`config.mk`:
```
export PLATFORM = sky130hd
export DESIGN_NAME = frame_delta_zero_run_encoder
export DESIGN_NICKNAME = d
export VERILOG_FILES = /design/src/hw/rtl/fdzre_pkg.sv /design/src/hw/rtl/fdzre_ctrl.sv /design/src/hw/rtl/fdzre_dpath.sv /design/src/hw/rtl/frame_delta_zero_run_encoder.sv
export SDC_FILE = /design/constraint.sdc
export NUM_CORES = 2
export LEC_CHECK = 0
export BUFFER_PORTS_ARGS = -buffer_cell sky130_fd_sc_hd__buf_2
export CELL_PAD_IN_SITES_DETAIL_PLACEMENT = 0
export CELL_PAD_IN_SITES_GLOBAL_PLACEMENT = 1
export CORE_AREA = 2 2 568 570
export DETAILED_ROUTE_END_ITERATION = 10
export DIE_AREA = 0 0 570 572
export PLACE_DENSITY = 0.63
export REMOVE_ABC_BUFFERS = 1
export SLEW_MARGIN = 40
export SYNTH_ARGS = -nofsm -noshare
export SYNTH_HDL_FRONTEND = slang
export SYNTH_SLANG_ARGS = --single-unit
```
`constraint.sdc`:
```
create_clock -name clk_i -period 7.78 [get_ports clk_i]
set_input_delay 1.556 -clock clk_i [delete_from_list [all_inputs] [get_ports clk_i]]
set_output_delay 1.556 -clock clk_i [all_outputs]
set_load 0.1 [all_outputs]
```
`src/hw/rtl/fdzre_pkg.sv`:
```
// Shared types, constants and control codes for the frame delta zero-run encoder.
package fdzre_pkg;

  localparam int unsigned RUN_LIMIT_DEF       = 255;
  localparam int unsigned MAX_FRAME_BYTES_DEF = 16777216;
  localparam int unsigned BYTES_PER_RESULT    = 8;

  localparam int unsigned LIT_DEPTH  = 256;
  localparam int unsigned LIT_IDX_W  = 8;
  localparam int unsigned FRAME_W    = 25;
  localparam int unsigned ENC_W      = 26;
  localparam int unsigned BURST_W    = 9;
  localparam int unsigned PACK_IDX_W = 3;
  localparam int unsigned WORD_W     = 8 * BYTES_PER_RESULT;

  typedef struct packed {
    logic [7:0] prev_byte;
    logic [7:0] cur_byte;
    logic       last_in;
  } in_beat_t;

  typedef struct packed {
    logic [WORD_W-1:0] packed_bytes;
    logic [3:0]        byte_count;
    logic              last_of_burst;
    logic              frame_end;
    logic              no_gain;
  } out_beat_t;

  typedef enum logic [2:0] {
    ST_IDLE,
    ST_PRE,
    ST_HDR,
    ST_LIT,
    ST_POST
  } ctrl_state_e;

  typedef enum logic [1:0] {
    SEL_PRE,
    SEL_HDR,
    SEL_LIT,
    SEL_POST
  } byte_sel_e;

  // Commands from controller to datapath
  typedef struct packed {
    logic      load;
    logic      step;
    logic      last_byte;
    byte_sel_e sel;
  } dp_cmd_t;

  // Status from datapath to controller
  typedef struct packed {
    logic new_pre;
    logic new_lits;
    logic new_post;
    logic lits;
    logic post;
    logic lits_empty;
    logic lit_end;
    logic out_free;
  } dp_sts_t;

endpackage

```
`src/hw/rtl/fdzre_ctrl.sv`:
```
// Sequencer that walks one item's emission plan a byte at a time.
module fdzre_ctrl (
  input  logic              clk_i,
  input  logic              rst_ni,
  input  logic              in_valid_i,
  output logic              in_stall_o,
  input  fdzre_pkg::dp_sts_t sts_i,
  output fdzre_pkg::dp_cmd_t cmd_o
);

  fdzre_pkg::ctrl_state_e state_q, state_d;

  // State register
  always_ff @(posedge clk_i or negedge rst_ni) begin
    if (!rst_ni) begin
      state_q <= fdzre_pkg::ST_IDLE;
    end else begin
      state_q <= state_d;
    end
  end

  // Next state
  always_comb begin
    state_d = state_q;
    case (state_q)
      fdzre_pkg::ST_IDLE: begin
        if (in_valid_i) begin
          if (sts_i.new_pre) begin
            state_d = fdzre_pkg::ST_PRE;
          end else if (sts_i.new_lits) begin
            state_d = fdzre_pkg::ST_HDR;
          end else if (sts_i.new_post) begin
            state_d = fdzre_pkg::ST_POST;
          end
        end
      end
      fdzre_pkg::ST_PRE: begin
        if (sts_i.out_free) begin
          if (sts_i.lits) begin
            state_d = fdzre_pkg::ST_HDR;
          end else if (sts_i.post) begin
            state_d = fdzre_pkg::ST_POST;
          end else begin
            state_d = fdzre_pkg::ST_IDLE;
          end
        end
      end
      fdzre_pkg::ST_HDR: begin
        if (sts_i.out_free) begin
          if (!sts_i.lits_empty) begin
            state_d = fdzre_pkg::ST_LIT;
          end else if (sts_i.post) begin
            state_d = fdzre_pkg::ST_POST;
          end else begin
            state_d = fdzre_pkg::ST_IDLE;
          end
        end
      end
      fdzre_pkg::ST_LIT: begin
        if (sts_i.out_free && sts_i.lit_end) begin
          state_d = sts_i.post ? fdzre_pkg::ST_POST : fdzre_pkg::ST_IDLE;
        end
      end
      fdzre_pkg::ST_POST: begin
        if (sts_i.out_free) begin
          state_d = fdzre_pkg::ST_IDLE;
        end
      end
      default: begin
        state_d = fdzre_pkg::ST_IDLE;
      end
    endcase
  end

  // Outputs
  always_comb begin
    in_stall_o      = 1'b1;
    cmd_o.load      = 1'b0;
    cmd_o.step      = 1'b0;
    cmd_o.last_byte = 1'b0;
    cmd_o.sel       = fdzre_pkg::SEL_PRE;
    case (state_q)
      fdzre_pkg::ST_IDLE: begin
        in_stall_o = 1'b0;
        cmd_o.load = in_valid_i;
      end
      fdzre_pkg::ST_PRE: begin
        cmd_o.sel       = fdzre_pkg::SEL_PRE;
        cmd_o.step      = sts_i.out_free;
        cmd_o.last_byte = !sts_i.lits && !sts_i.post;
      end
      fdzre_pkg::ST_HDR: begin
        cmd_o.sel       = fdzre_pkg::SEL_HDR;
        cmd_o.step      = sts_i.out_free;
        cmd_o.last_byte = sts_i.lits_empty && !sts_i.post;
      end
      fdzre_pkg::ST_LIT: begin
        cmd_o.sel       = fdzre_pkg::SEL_LIT;
        cmd_o.step      = sts_i.out_free;
        cmd_o.last_byte = sts_i.lit_end && !sts_i.post;
      end
      fdzre_pkg::ST_POST: begin
        cmd_o.sel       = fdzre_pkg::SEL_POST;
        cmd_o.step      = sts_i.out_free;
        cmd_o.last_byte = 1'b1;
      end
      default: begin
        in_stall_o = 1'b1;
      end
    endcase
  end

endmodule

```
`src/hw/rtl/fdzre_dpath.sv`:
```
// Datapath: delta decode, run state, literal buffer, byte packer and result register.
module fdzre_dpath #(
  parameter int unsigned RUN_LIMIT       = fdzre_pkg::RUN_LIMIT_DEF,
  parameter int unsigned MAX_FRAME_BYTES = fdzre_pkg::MAX_FRAME_BYTES_DEF
) (
  input  logic                 clk_i,
  input  logic                 rst_ni,
  input  fdzre_pkg::in_beat_t  in_beat_i,
  input  fdzre_pkg::dp_cmd_t   cmd_i,
  output fdzre_pkg::dp_sts_t   sts_o,
  output logic                 out_valid_o,
  input  logic                 out_stall_i,
  output fdzre_pkg::out_beat_t out_beat_o
);

  localparam int unsigned FW = fdzre_pkg::FRAME_W;
  localparam int unsigned EW = fdzre_pkg::ENC_W;
  localparam int unsigned BW = fdzre_pkg::BURST_W;
  localparam int unsigned IW = fdzre_pkg::LIT_IDX_W;
  localparam int unsigned PW = fdzre_pkg::PACK_IDX_W;
  localparam int unsigned WW = fdzre_pkg::WORD_W;

  localparam logic [7:0]    RunLim   = 8'(RUN_LIMIT);
  localparam logic [FW-1:0] FrameMax = FW'(MAX_FRAME_BYTES);
  localparam logic [EW-1:0] EncMax   = '1;
  localparam logic [PW-1:0] PackLast = PW'(fdzre_pkg::BYTES_PER_RESULT - 1);

  // Run state
  logic          iz_q, iz_d;
  logic [7:0]    lc_q, lc_d;
  logic [7:0]    zc_q, zc_d;
  logic [EW-1:0] enc_q, enc_d;
  logic [FW-1:0] frame_q, frame_d;
  logic          frame_last_q;

  // Emission plan of the item in flight
  logic          lits_q, post_q, post_val_q;
  logic [7:0]    pre_val_q, lits_n_q;

  // Plan of the item at the input
  logic          pre_en, lits_en, post_en, post_val, wr_en;
  logic [7:0]    pre_val, lits_n, wr_addr;
  logic [7:0]    delta, lc_inc, zc_inc;
  logic [BW-1:0] burst_len;
  logic [EW:0]   enc_sum;

  // Literal buffer
  logic [7:0]    lit_mem [fdzre_pkg::LIT_DEPTH];
  logic [IW-1:0] lit_idx_q, lit_idx_d;
  logic [7:0]    rdata_q;

  // Packer and result register
  logic [WW-1:0]        pack_q, word;
  logic [PW-1:0]        cnt_q;
  logic [7:0]           cur_out;
  logic                 flush, no_gain;
  logic                 out_valid_q;
  fdzre_pkg::out_beat_t out_beat_q;

  // Decode the item: next run state, buffer write and emission plan
  always_comb begin
    delta    = in_beat_i.prev_byte ^ in_beat_i.cur_byte;
    lc_inc   = lc_q + 8'd1;
    zc_inc   = zc_q + 8'd1;
    pre_en   = 1'b0;
    pre_val  = zc_q;
    lits_en  = 1'b0;
    lits_n   = lc_q;
    post_en  = 1'b0;
    post_val = 1'b0;
    wr_en    = 1'b0;
    wr_addr  = lc_q;
    iz_d     = iz_q;
    lc_d     = lc_q;
    zc_d     = zc_q;
    if (!iz_q) begin
      if (delta != 8'd0) begin
        wr_en = 1'b1;
        lc_d  = lc_inc;
        if (lc_inc >= RunLim) begin
          lits_en = 1'b1;
          lits_n  = lc_inc;
          lc_d    = 8'd0;
          iz_d    = 1'b1;
          zc_d    = 8'd0;
        end
      end else begin
        lits_en = 1'b1;
        lits_n  = lc_q;
        lc_d    = 8'd0;
        iz_d    = 1'b1;
        zc_d    = 8'd1;
        if (RunLim <= 8'd1) begin
          post_en  = 1'b1;
          post_val = 1'b1;
          iz_d     = 1'b0;
          zc_d     = 8'd0;
        end
      end
    end else begin
      if (delta == 8'd0) begin
        zc_d = zc_inc;
        if (zc_inc >= RunLim) begin
          pre_en  = 1'b1;
          pre_val = zc_inc;
          iz_d    = 1'b0;
          zc_d    = 8'd0;
        end
      end else begin
        pre_en  = 1'b1;
        pre_val = zc_q;
        iz_d    = 1'b0;
        zc_d    = 8'd0;
        wr_en   = 1'b1;
        wr_addr = 8'd0;
        lc_d    = 8'd1;
        if (RunLim <= 8'd1) begin
          lits_en = 1'b1;
          lits_n  = 8'd1;
          lc_d    = 8'd0;
          iz_d    = 1'b1;
          zc_d    = 8'd0;
        end
      end
    end
    // Close the open group at frame end
    if (in_beat_i.last_in) begin
      if (iz_d) begin
        if (!pre_en && !lits_en) begin
          pre_en  = 1'b1;
          pre_val = zc_d;
        end else begin
          post_en  = 1'b1;
          post_val = zc_d[0];
        end
      end else if (lc_d != 8'd0) begin
        lits_en  = 1'b1;
        lits_n   = lc_d;
        post_en  = 1'b1;
        post_val = 1'b0;
      end
      iz_d = 1'b0;
      lc_d = 8'd0;
      zc_d = 8'd0;
    end
  end

  // Byte totals for the gain check
  always_comb begin
    burst_len = BW'(pre_en) + BW'(post_en) + (lits_en ? (BW'(lits_n) + BW'(1)) : BW'(0));
    enc_sum   = {1'b0, enc_q} + (EW + 1)'(burst_len);
    enc_d     = enc_sum[EW] ? EncMax : enc_sum[EW-1:0];
    frame_d   = (frame_q < FrameMax) ? (frame_q + FW'(1)) : frame_q;
  end

  // Hold run state and plan
  always_ff @(posedge clk_i or negedge rst_ni) begin
    if (!rst_ni) begin
      iz_q         <= 1'b0;
      lc_q         <= 8'd0;
      zc_q         <= 8'd0;
      enc_q        <= '0;
      frame_q      <= '0;
      frame_last_q <= 1'b0;
      lits_q       <= 1'b0;
      post_q       <= 1'b0;
    end else if (cmd_i.load) begin
      iz_q         <= iz_d;
      lc_q         <= lc_d;
      zc_q         <= zc_d;
      enc_q        <= enc_d;
      frame_q      <= frame_d;
      frame_last_q <= in_beat_i.last_in;
      lits_q       <= lits_en;
      post_q       <= post_en;
    end else if (cmd_i.step && cmd_i.last_byte && frame_last_q) begin
      enc_q        <= '0;
      frame_q      <= '0;
      frame_last_q <= 1'b0;
    end
  end

  always_ff @(posedge clk_i) begin
    if (cmd_i.load) begin
      pre_val_q  <= pre_val;
      lits_n_q   <= lits_n;
      post_val_q <= post_val;
    end
  end

  // Literal buffer: write on accept, registered read that tracks the drain index
  always_comb begin
    if (cmd_i.sel == fdzre_pkg::SEL_LIT) begin
      lit_idx_d = cmd_i.step ? (lit_idx_q + IW'(1)) : lit_idx_q;
    end else begin
      lit_idx_d = '0;
    end
  end

  always_ff @(posedge clk_i or negedge rst_ni) begin
    if (!rst_ni) begin
      lit_idx_q <= '0;
    end else begin
      lit_idx_q <= lit_idx_d;
    end
  end

  always_ff @(posedge clk_i) begin
    if (cmd_i.load && wr_en) begin
      lit_mem[wr_addr[IW-1:0]] <= delta;
    end
    rdata_q <= lit_mem[lit_idx_d];
  end

  // Pick the byte of the current step and place it into the word
  always_comb begin
    case (cmd_i.sel)
      fdzre_pkg::SEL_PRE:  cur_out = pre_val_q;
      fdzre_pkg::SEL_HDR:  cur_out = lits_n_q;
      fdzre_pkg::SEL_LIT:  cur_out = rdata_q;
      fdzre_pkg::SEL_POST: cur_out = {7'd0, post_val_q};
      default:             cur_out = 8'd0;
    endcase
    word                 = pack_q;
    word[cnt_q * 8 +: 8] = cur_out;
    flush                = cmd_i.last_byte || (cnt_q == PackLast);
    no_gain              = enc_q >= EW'(frame_q);
  end

  // Advance the packer
  always_ff @(posedge clk_i or negedge rst_ni) begin
    if (!rst_ni) begin
      cnt_q  <= '0;
      pack_q <= '0;
    end else if (cmd_i.step) begin
      if (flush) begin
        cnt_q  <= '0;
        pack_q <= '0;
      end else begin
        cnt_q  <= cnt_q + PW'(1);
        pack_q <= word;
      end
    end
  end

  // Result register: load on a closing byte, drop when taken
  always_ff @(posedge clk_i or negedge rst_ni) begin
    if (!rst_ni) begin
      out_valid_q <= 1'b0;
    end else if (cmd_i.step && flush) begin
      out_valid_q <= 1'b1;
    end else if (!out_stall_i) begin
      out_valid_q <= 1'b0;
    end
  end

  always_ff @(posedge clk_i) begin
    if (cmd_i.step && flush) begin
      out_beat_q.packed_bytes  <= word;
      out_beat_q.byte_count    <= 4'(cnt_q) + 4'd1;
      out_beat_q.last_of_burst <= cmd_i.last_byte;
      out_beat_q.frame_end     <= cmd_i.last_byte && frame_last_q;
      out_beat_q.no_gain       <= cmd_i.last_byte && frame_last_q && no_gain;
    end
  end

  assign out_valid_o = out_valid_q;
  assign out_beat_o  = out_beat_q;

  // Status to the controller
  always_comb begin
    sts_o.new_pre    = pre_en;
    sts_o.new_lits   = lits_en;
    sts_o.new_post   = post_en;
    sts_o.lits       = lits_q;
    sts_o.post       = post_q;
    sts_o.lits_empty = (lits_n_q == 8'd0);
    sts_o.lit_end    = (lit_idx_q == (lits_n_q - 8'd1));
    sts_o.out_free   = !out_valid_q || !out_stall_i;
  end

endmodule

```
`src/hw/rtl/frame_delta_zero_run_encoder.sv`:
```
// Top level of the frame delta zero-run encoder.
//
// Input channel: one beat per byte position (previous byte, current byte,
// last_in on the final position of a frame). The beat is XORed and folded
// into literal/zero-run groups; literals wait in a 256-entry buffer until
// their count is known.
// Output channel: each beat carries up to 8 encoded bytes, first byte in
// bits 7:0, with byte_count, last_of_burst on the final beat of an item,
// and frame_end/no_gain on the beat that closes a frame.
// Timing: an item that emits nothing leaves the sequencer idle, so such items are
// accepted back to back. An item that emits N bytes holds the input stalled
// while its bytes go out, one byte per cycle through the byte packer while the
// receiver keeps up; a full literal burst plus frame close is at most
// 257 bytes (33 beats). A result beat is registered when the packer's word
// fills or when the last byte of the item is stepped.
// Output stall: the packer and the drain sequencer freeze while the result
// register is full and stalled; nothing is lost.
// Reset: run state, totals and the result register clear; no clearing pass,
// the literal buffer is only read at entries written in the current group.
module frame_delta_zero_run_encoder #(
  parameter int unsigned RUN_LIMIT       = fdzre_pkg::RUN_LIMIT_DEF,
  parameter int unsigned MAX_FRAME_BYTES = fdzre_pkg::MAX_FRAME_BYTES_DEF
) (
  input  logic                 clk_i,
  input  logic                 rst_ni,
  input  logic                 in_valid_i,
  output logic                 in_stall_o,
  input  fdzre_pkg::in_beat_t  in_beat_i,
  output logic                 out_valid_o,
  input  logic                 out_stall_i,
  output fdzre_pkg::out_beat_t out_beat_o
);

  fdzre_pkg::dp_cmd_t cmd;
  fdzre_pkg::dp_sts_t sts;

  fdzre_ctrl u_ctrl (
    .clk_i      (clk_i),
    .rst_ni     (rst_ni),
    .in_valid_i (in_valid_i),
    .in_stall_o (in_stall_o),
    .sts_i      (sts),
    .cmd_o      (cmd)
  );

  fdzre_dpath #(
    .RUN_LIMIT       (RUN_LIMIT),
    .MAX_FRAME_BYTES (MAX_FRAME_BYTES)
  ) u_dpath (
    .clk_i       (clk_i),
    .rst_ni      (rst_ni),
    .in_beat_i   (in_beat_i),
    .cmd_i       (cmd),
    .sts_o       (sts),
    .out_valid_o (out_valid_o),
    .out_stall_i (out_stall_i),
    .out_beat_o  (out_beat_o)
  );

endmodule

```
==> impl_metrics.tcl <==
set metrics [dict create \
    status "finished, final reports clean" \
    switching_power_w 0.0102 \
    htree_levels 4 \
    synth_area_um2 95600 \
    max-vdd-ir-drop_v 0.000248 \
    synth_ff_type "edfxtp_1" \
    pwr-share-clk 0.343 \
    cts_buffers 245 \
    power_leakage_nw 37.2 \
    rsz0062_at_grt "no" \
    synth_seq_cells 2294 \
    powerDensity_nw_per_um2 295 \
    coreArea_um2 320000 \
    grt_use_total 0.169 \
    hpwlAfterDp_um 166000 \
    crit_top_cell "o21ai_0" \
    antenna_found_initial 8 \
    vias 63700 \
    fin_util 0.343 \
    clock_skew_ns 0.122 \
    cap_violations 0 \
    synth_top_cells_by_area "edfxtp_1, nand2_1, nand3_1" \
    yosysTopAreaCell "edfxtp_1" \
    power.internal_w 0.0221 \
    hold_viol_final 0 \
    grt_pass1_vias 62000 \
    final_max_slew_viol_count 0 \
    fin_ws_ns 0.576 \
    vias_per_cell 5.14 \
    hold_path.class "reg2reg" \
    use_met2 0.273 \
    routabilityCongestion 0.839 \
    areaGrowthSynthToFinish_pct 14.7 \
    die_w_um 570 \
    yosysMostFrequentCell "nand2_1" \
    drt-wirelength-per-cell_um 22.8 \
    die_h_um 572 \
    dieArea_um2 326000 \
    cts_tree "yes" \
    cts.root.buffer_cell "clkbuf_16" \
    cp-start-kind "flip-flop" \
    synth_seq_area_share 0.712 \
    async_reset_ff_frac 0.0654 \
    drc 0 \
    tightestPinTransition_ns 0.997 \
    setup_viol 0 \
    required_ns 8.54 \
    synth_top_cell_area_share 0.671 \
    synth_edf_count 2136 \
    fillers 31200 \
    drt-pass1-iter-count 5 \
    comb_power_share 0.212 \
    post-route-period-util 0.926 \
    num-nets-final 8081 \
    post_cts_buffers 0 \
    period_needed_ns 7.20 \
    rows 208 \
    synth.distinct_cells 90 \
    cp_slowest_stage_delay_ns 0.67 \
    grt_pass1_wl_um 418000 \
    start_util 0.299 \
    swShare 0.316 \
    synth.top_cells.by_count "nand2_1, edfxtp_1, nand3_1" \
    dp_slack_ns -0.296 \
    worstSkewPairLatency_ns 0.94 \
    first_iter_violations 6228 \
    wl_um 283000 \
    path_clk_slew_ns 0.06 \
    grt_start_max_net_pins 141 \
    io_pins 94 \
    setup.worst_path.class "reg2reg" \
    drive_gt1_frac 0.101 \
    synth_area_per_cell_um2 12.0 \
    maxSlewHeadroom 0.331 \
    use_met1 0.237 \
    max_freq_mhz 139 \
    yosysWarningCount 0 \
    crit_slowest_cell "or4_1" \
    overflow 0 \
    final_area_um2 110000 \
    met3_usage 0.0244 \
    dpl_cell_area_um2 102000 \
    worstSetupEndpointType "flip-flop" \
    cpLargestDelayFamily "compound AO/OA/AOI/OAI gates" \
    seqPwrFrac 0.445 \
    stdcell_count 12400 \
    path_buf_inv 3 \
    crit_fanout 12 \
    busiest_layer "met2" \
    cts_max_path_buffers 4 \
    port_buffers 93 \
    arrival_ns 7.97 \
    cts.sinks 2294 \
    ant_nets 0 \
    syn_inst 7983 \
    dp_cells 12000 \
]
layout by cell type, fill, tap and decap left out, drive strengths merged, types with 10 or more instances in the layout:
cell type | netlist | final
a211oi | 66 | 66
a21oi | 105 | 105
a311oi | 323 | 323
a31oi | 84 | 84
and3 | 140 | 140
buf | 80 | 325
bufinv | 0 | 12
clkbuf | 471 | 320
clkinv | 2 | 98
dfrtp | 150 | 150
edfxtp | 2136 | 2136
ha | 54 | 54
inv | 62 | 66
mux2 | 16 | 16
mux2i | 14 | 14
nand2 | 2368 | 2368
nand3 | 1080 | 1080
nand4 | 20 | 20
nor2 | 354 | 354
nor2b | 12 | 12
nor3 | 39 | 39
o21a | 10 | 10
o21ai | 180 | 180
o31ai | 15 | 15
or3 | 11 | 11
xnor2 | 49 | 49
xor2 | 21 | 21
sequential cells by signal, summed over array words and instances, names as in the netlist, 8 cells and up:
register / cells
u_dpath.out_beat_o: 71
u_dpath.lit_mem: 2048
u_dpath.frame_q: 25
u_dpath.enc_q: 26
u_dpath.zc_q: 8
u_dpath.lc_q: 8
u_dpath.lits_n_q: 8
u_dpath.lit_idx_q: 8
u_dpath.pre_val_q: 8
u_dpath.rdata_q: 8
u_dpath.pack_q: 64
repair_timing:
action,in CTS,in global routing
hold buffers,0,0
gates resized for setup,0,1
endpoints found under the setup margin,0,6
metal layers:
layer	up-vias	routed length [um]
li1	29100	-
met1	32100	125000
met2	2134	132000
met3	375	18200
met4	2	7410
met5	-	13
metrics by stage:
step	TNS [ns]	total power [W]	hold slack [ns]
after floorplan	-	0.0194	0.444
after global placement	-6.85	0.0214	0.457
after detailed placement	-4.12	0.0215	0.465
after CTS	0	0.0326	0.478
after global routing	0	0.0336	0.502
final	0	0.0323	0.473
worst min-delay path, cell delays in order, from the launching register on:
cell and delay (ns):
dfrtp_1 0.34, nand2_1 0.04, o21ai_0 0.06
power by group through the flow:
stage          clock network (W)  registers, W  logic [W]
3_3_place_gp                   0        0.0146    0.00673
2_1_floorplan                  0        0.0153    0.00412
6_report                  0.0111        0.0144    0.00687
3_5_place_dp                   0        0.0147    0.00687
5_1_grt                   0.0118        0.0144    0.00743
4_1_cts                   0.0113        0.0144    0.00689
cell families after synthesis:
| family | synth area share |
|---|---|
| fa+ha+maj | 0.00749 |
| mux | 0.00335 |
| xor+xnor | 0.00649 |
| buf+inv | 0.0247 |
| flops | 0.712 |
| compound gates | 0.0654 |
| simple gates | 0.181 |
worst paths after layout:
check                      depth (start not counted)  slack [ns]                 to         startpoint
min in group asynchronous                          1        0.56    u_dpath.lc_q[1]             rst_ni
max in group asynchronous                          3        5.85  u_ctrl.state_q[2]             rst_ni
min                                                2        0.47  u_dpath.pack_q[7]  u_dpath.pack_q[7]
max                                               27        0.58   u_dpath.enc_q[8]    u_dpath.lc_q[0]
max reg2reg                                       27        0.58   u_dpath.enc_q[8]    u_dpath.lc_q[0]
min reg2reg                                        2        0.47  u_dpath.pack_q[7]  u_dpath.pack_q[7]
cell type report:
| class | count | area, um2 | share of cell area |
|---|---|---|---|
| tap | 4200 | 5260 | 0.0479 |
| clock buffer | 320 | 6550 | 0.0597 |
| timing repair buffer | 325 | 2700 | 0.0246 |
| multi-input combinational | 5074 | 25900 | 0.236 |
| inverter | 64 | 268 | 0.00244 |
| antenna | 4 | 10.0 | 0.0000913 |
| clock inverter | 120 | 927 | 0.00846 |
| sequential | 2294 | 68100 | 0.621 |
Power figures use the tool's default switching activity.
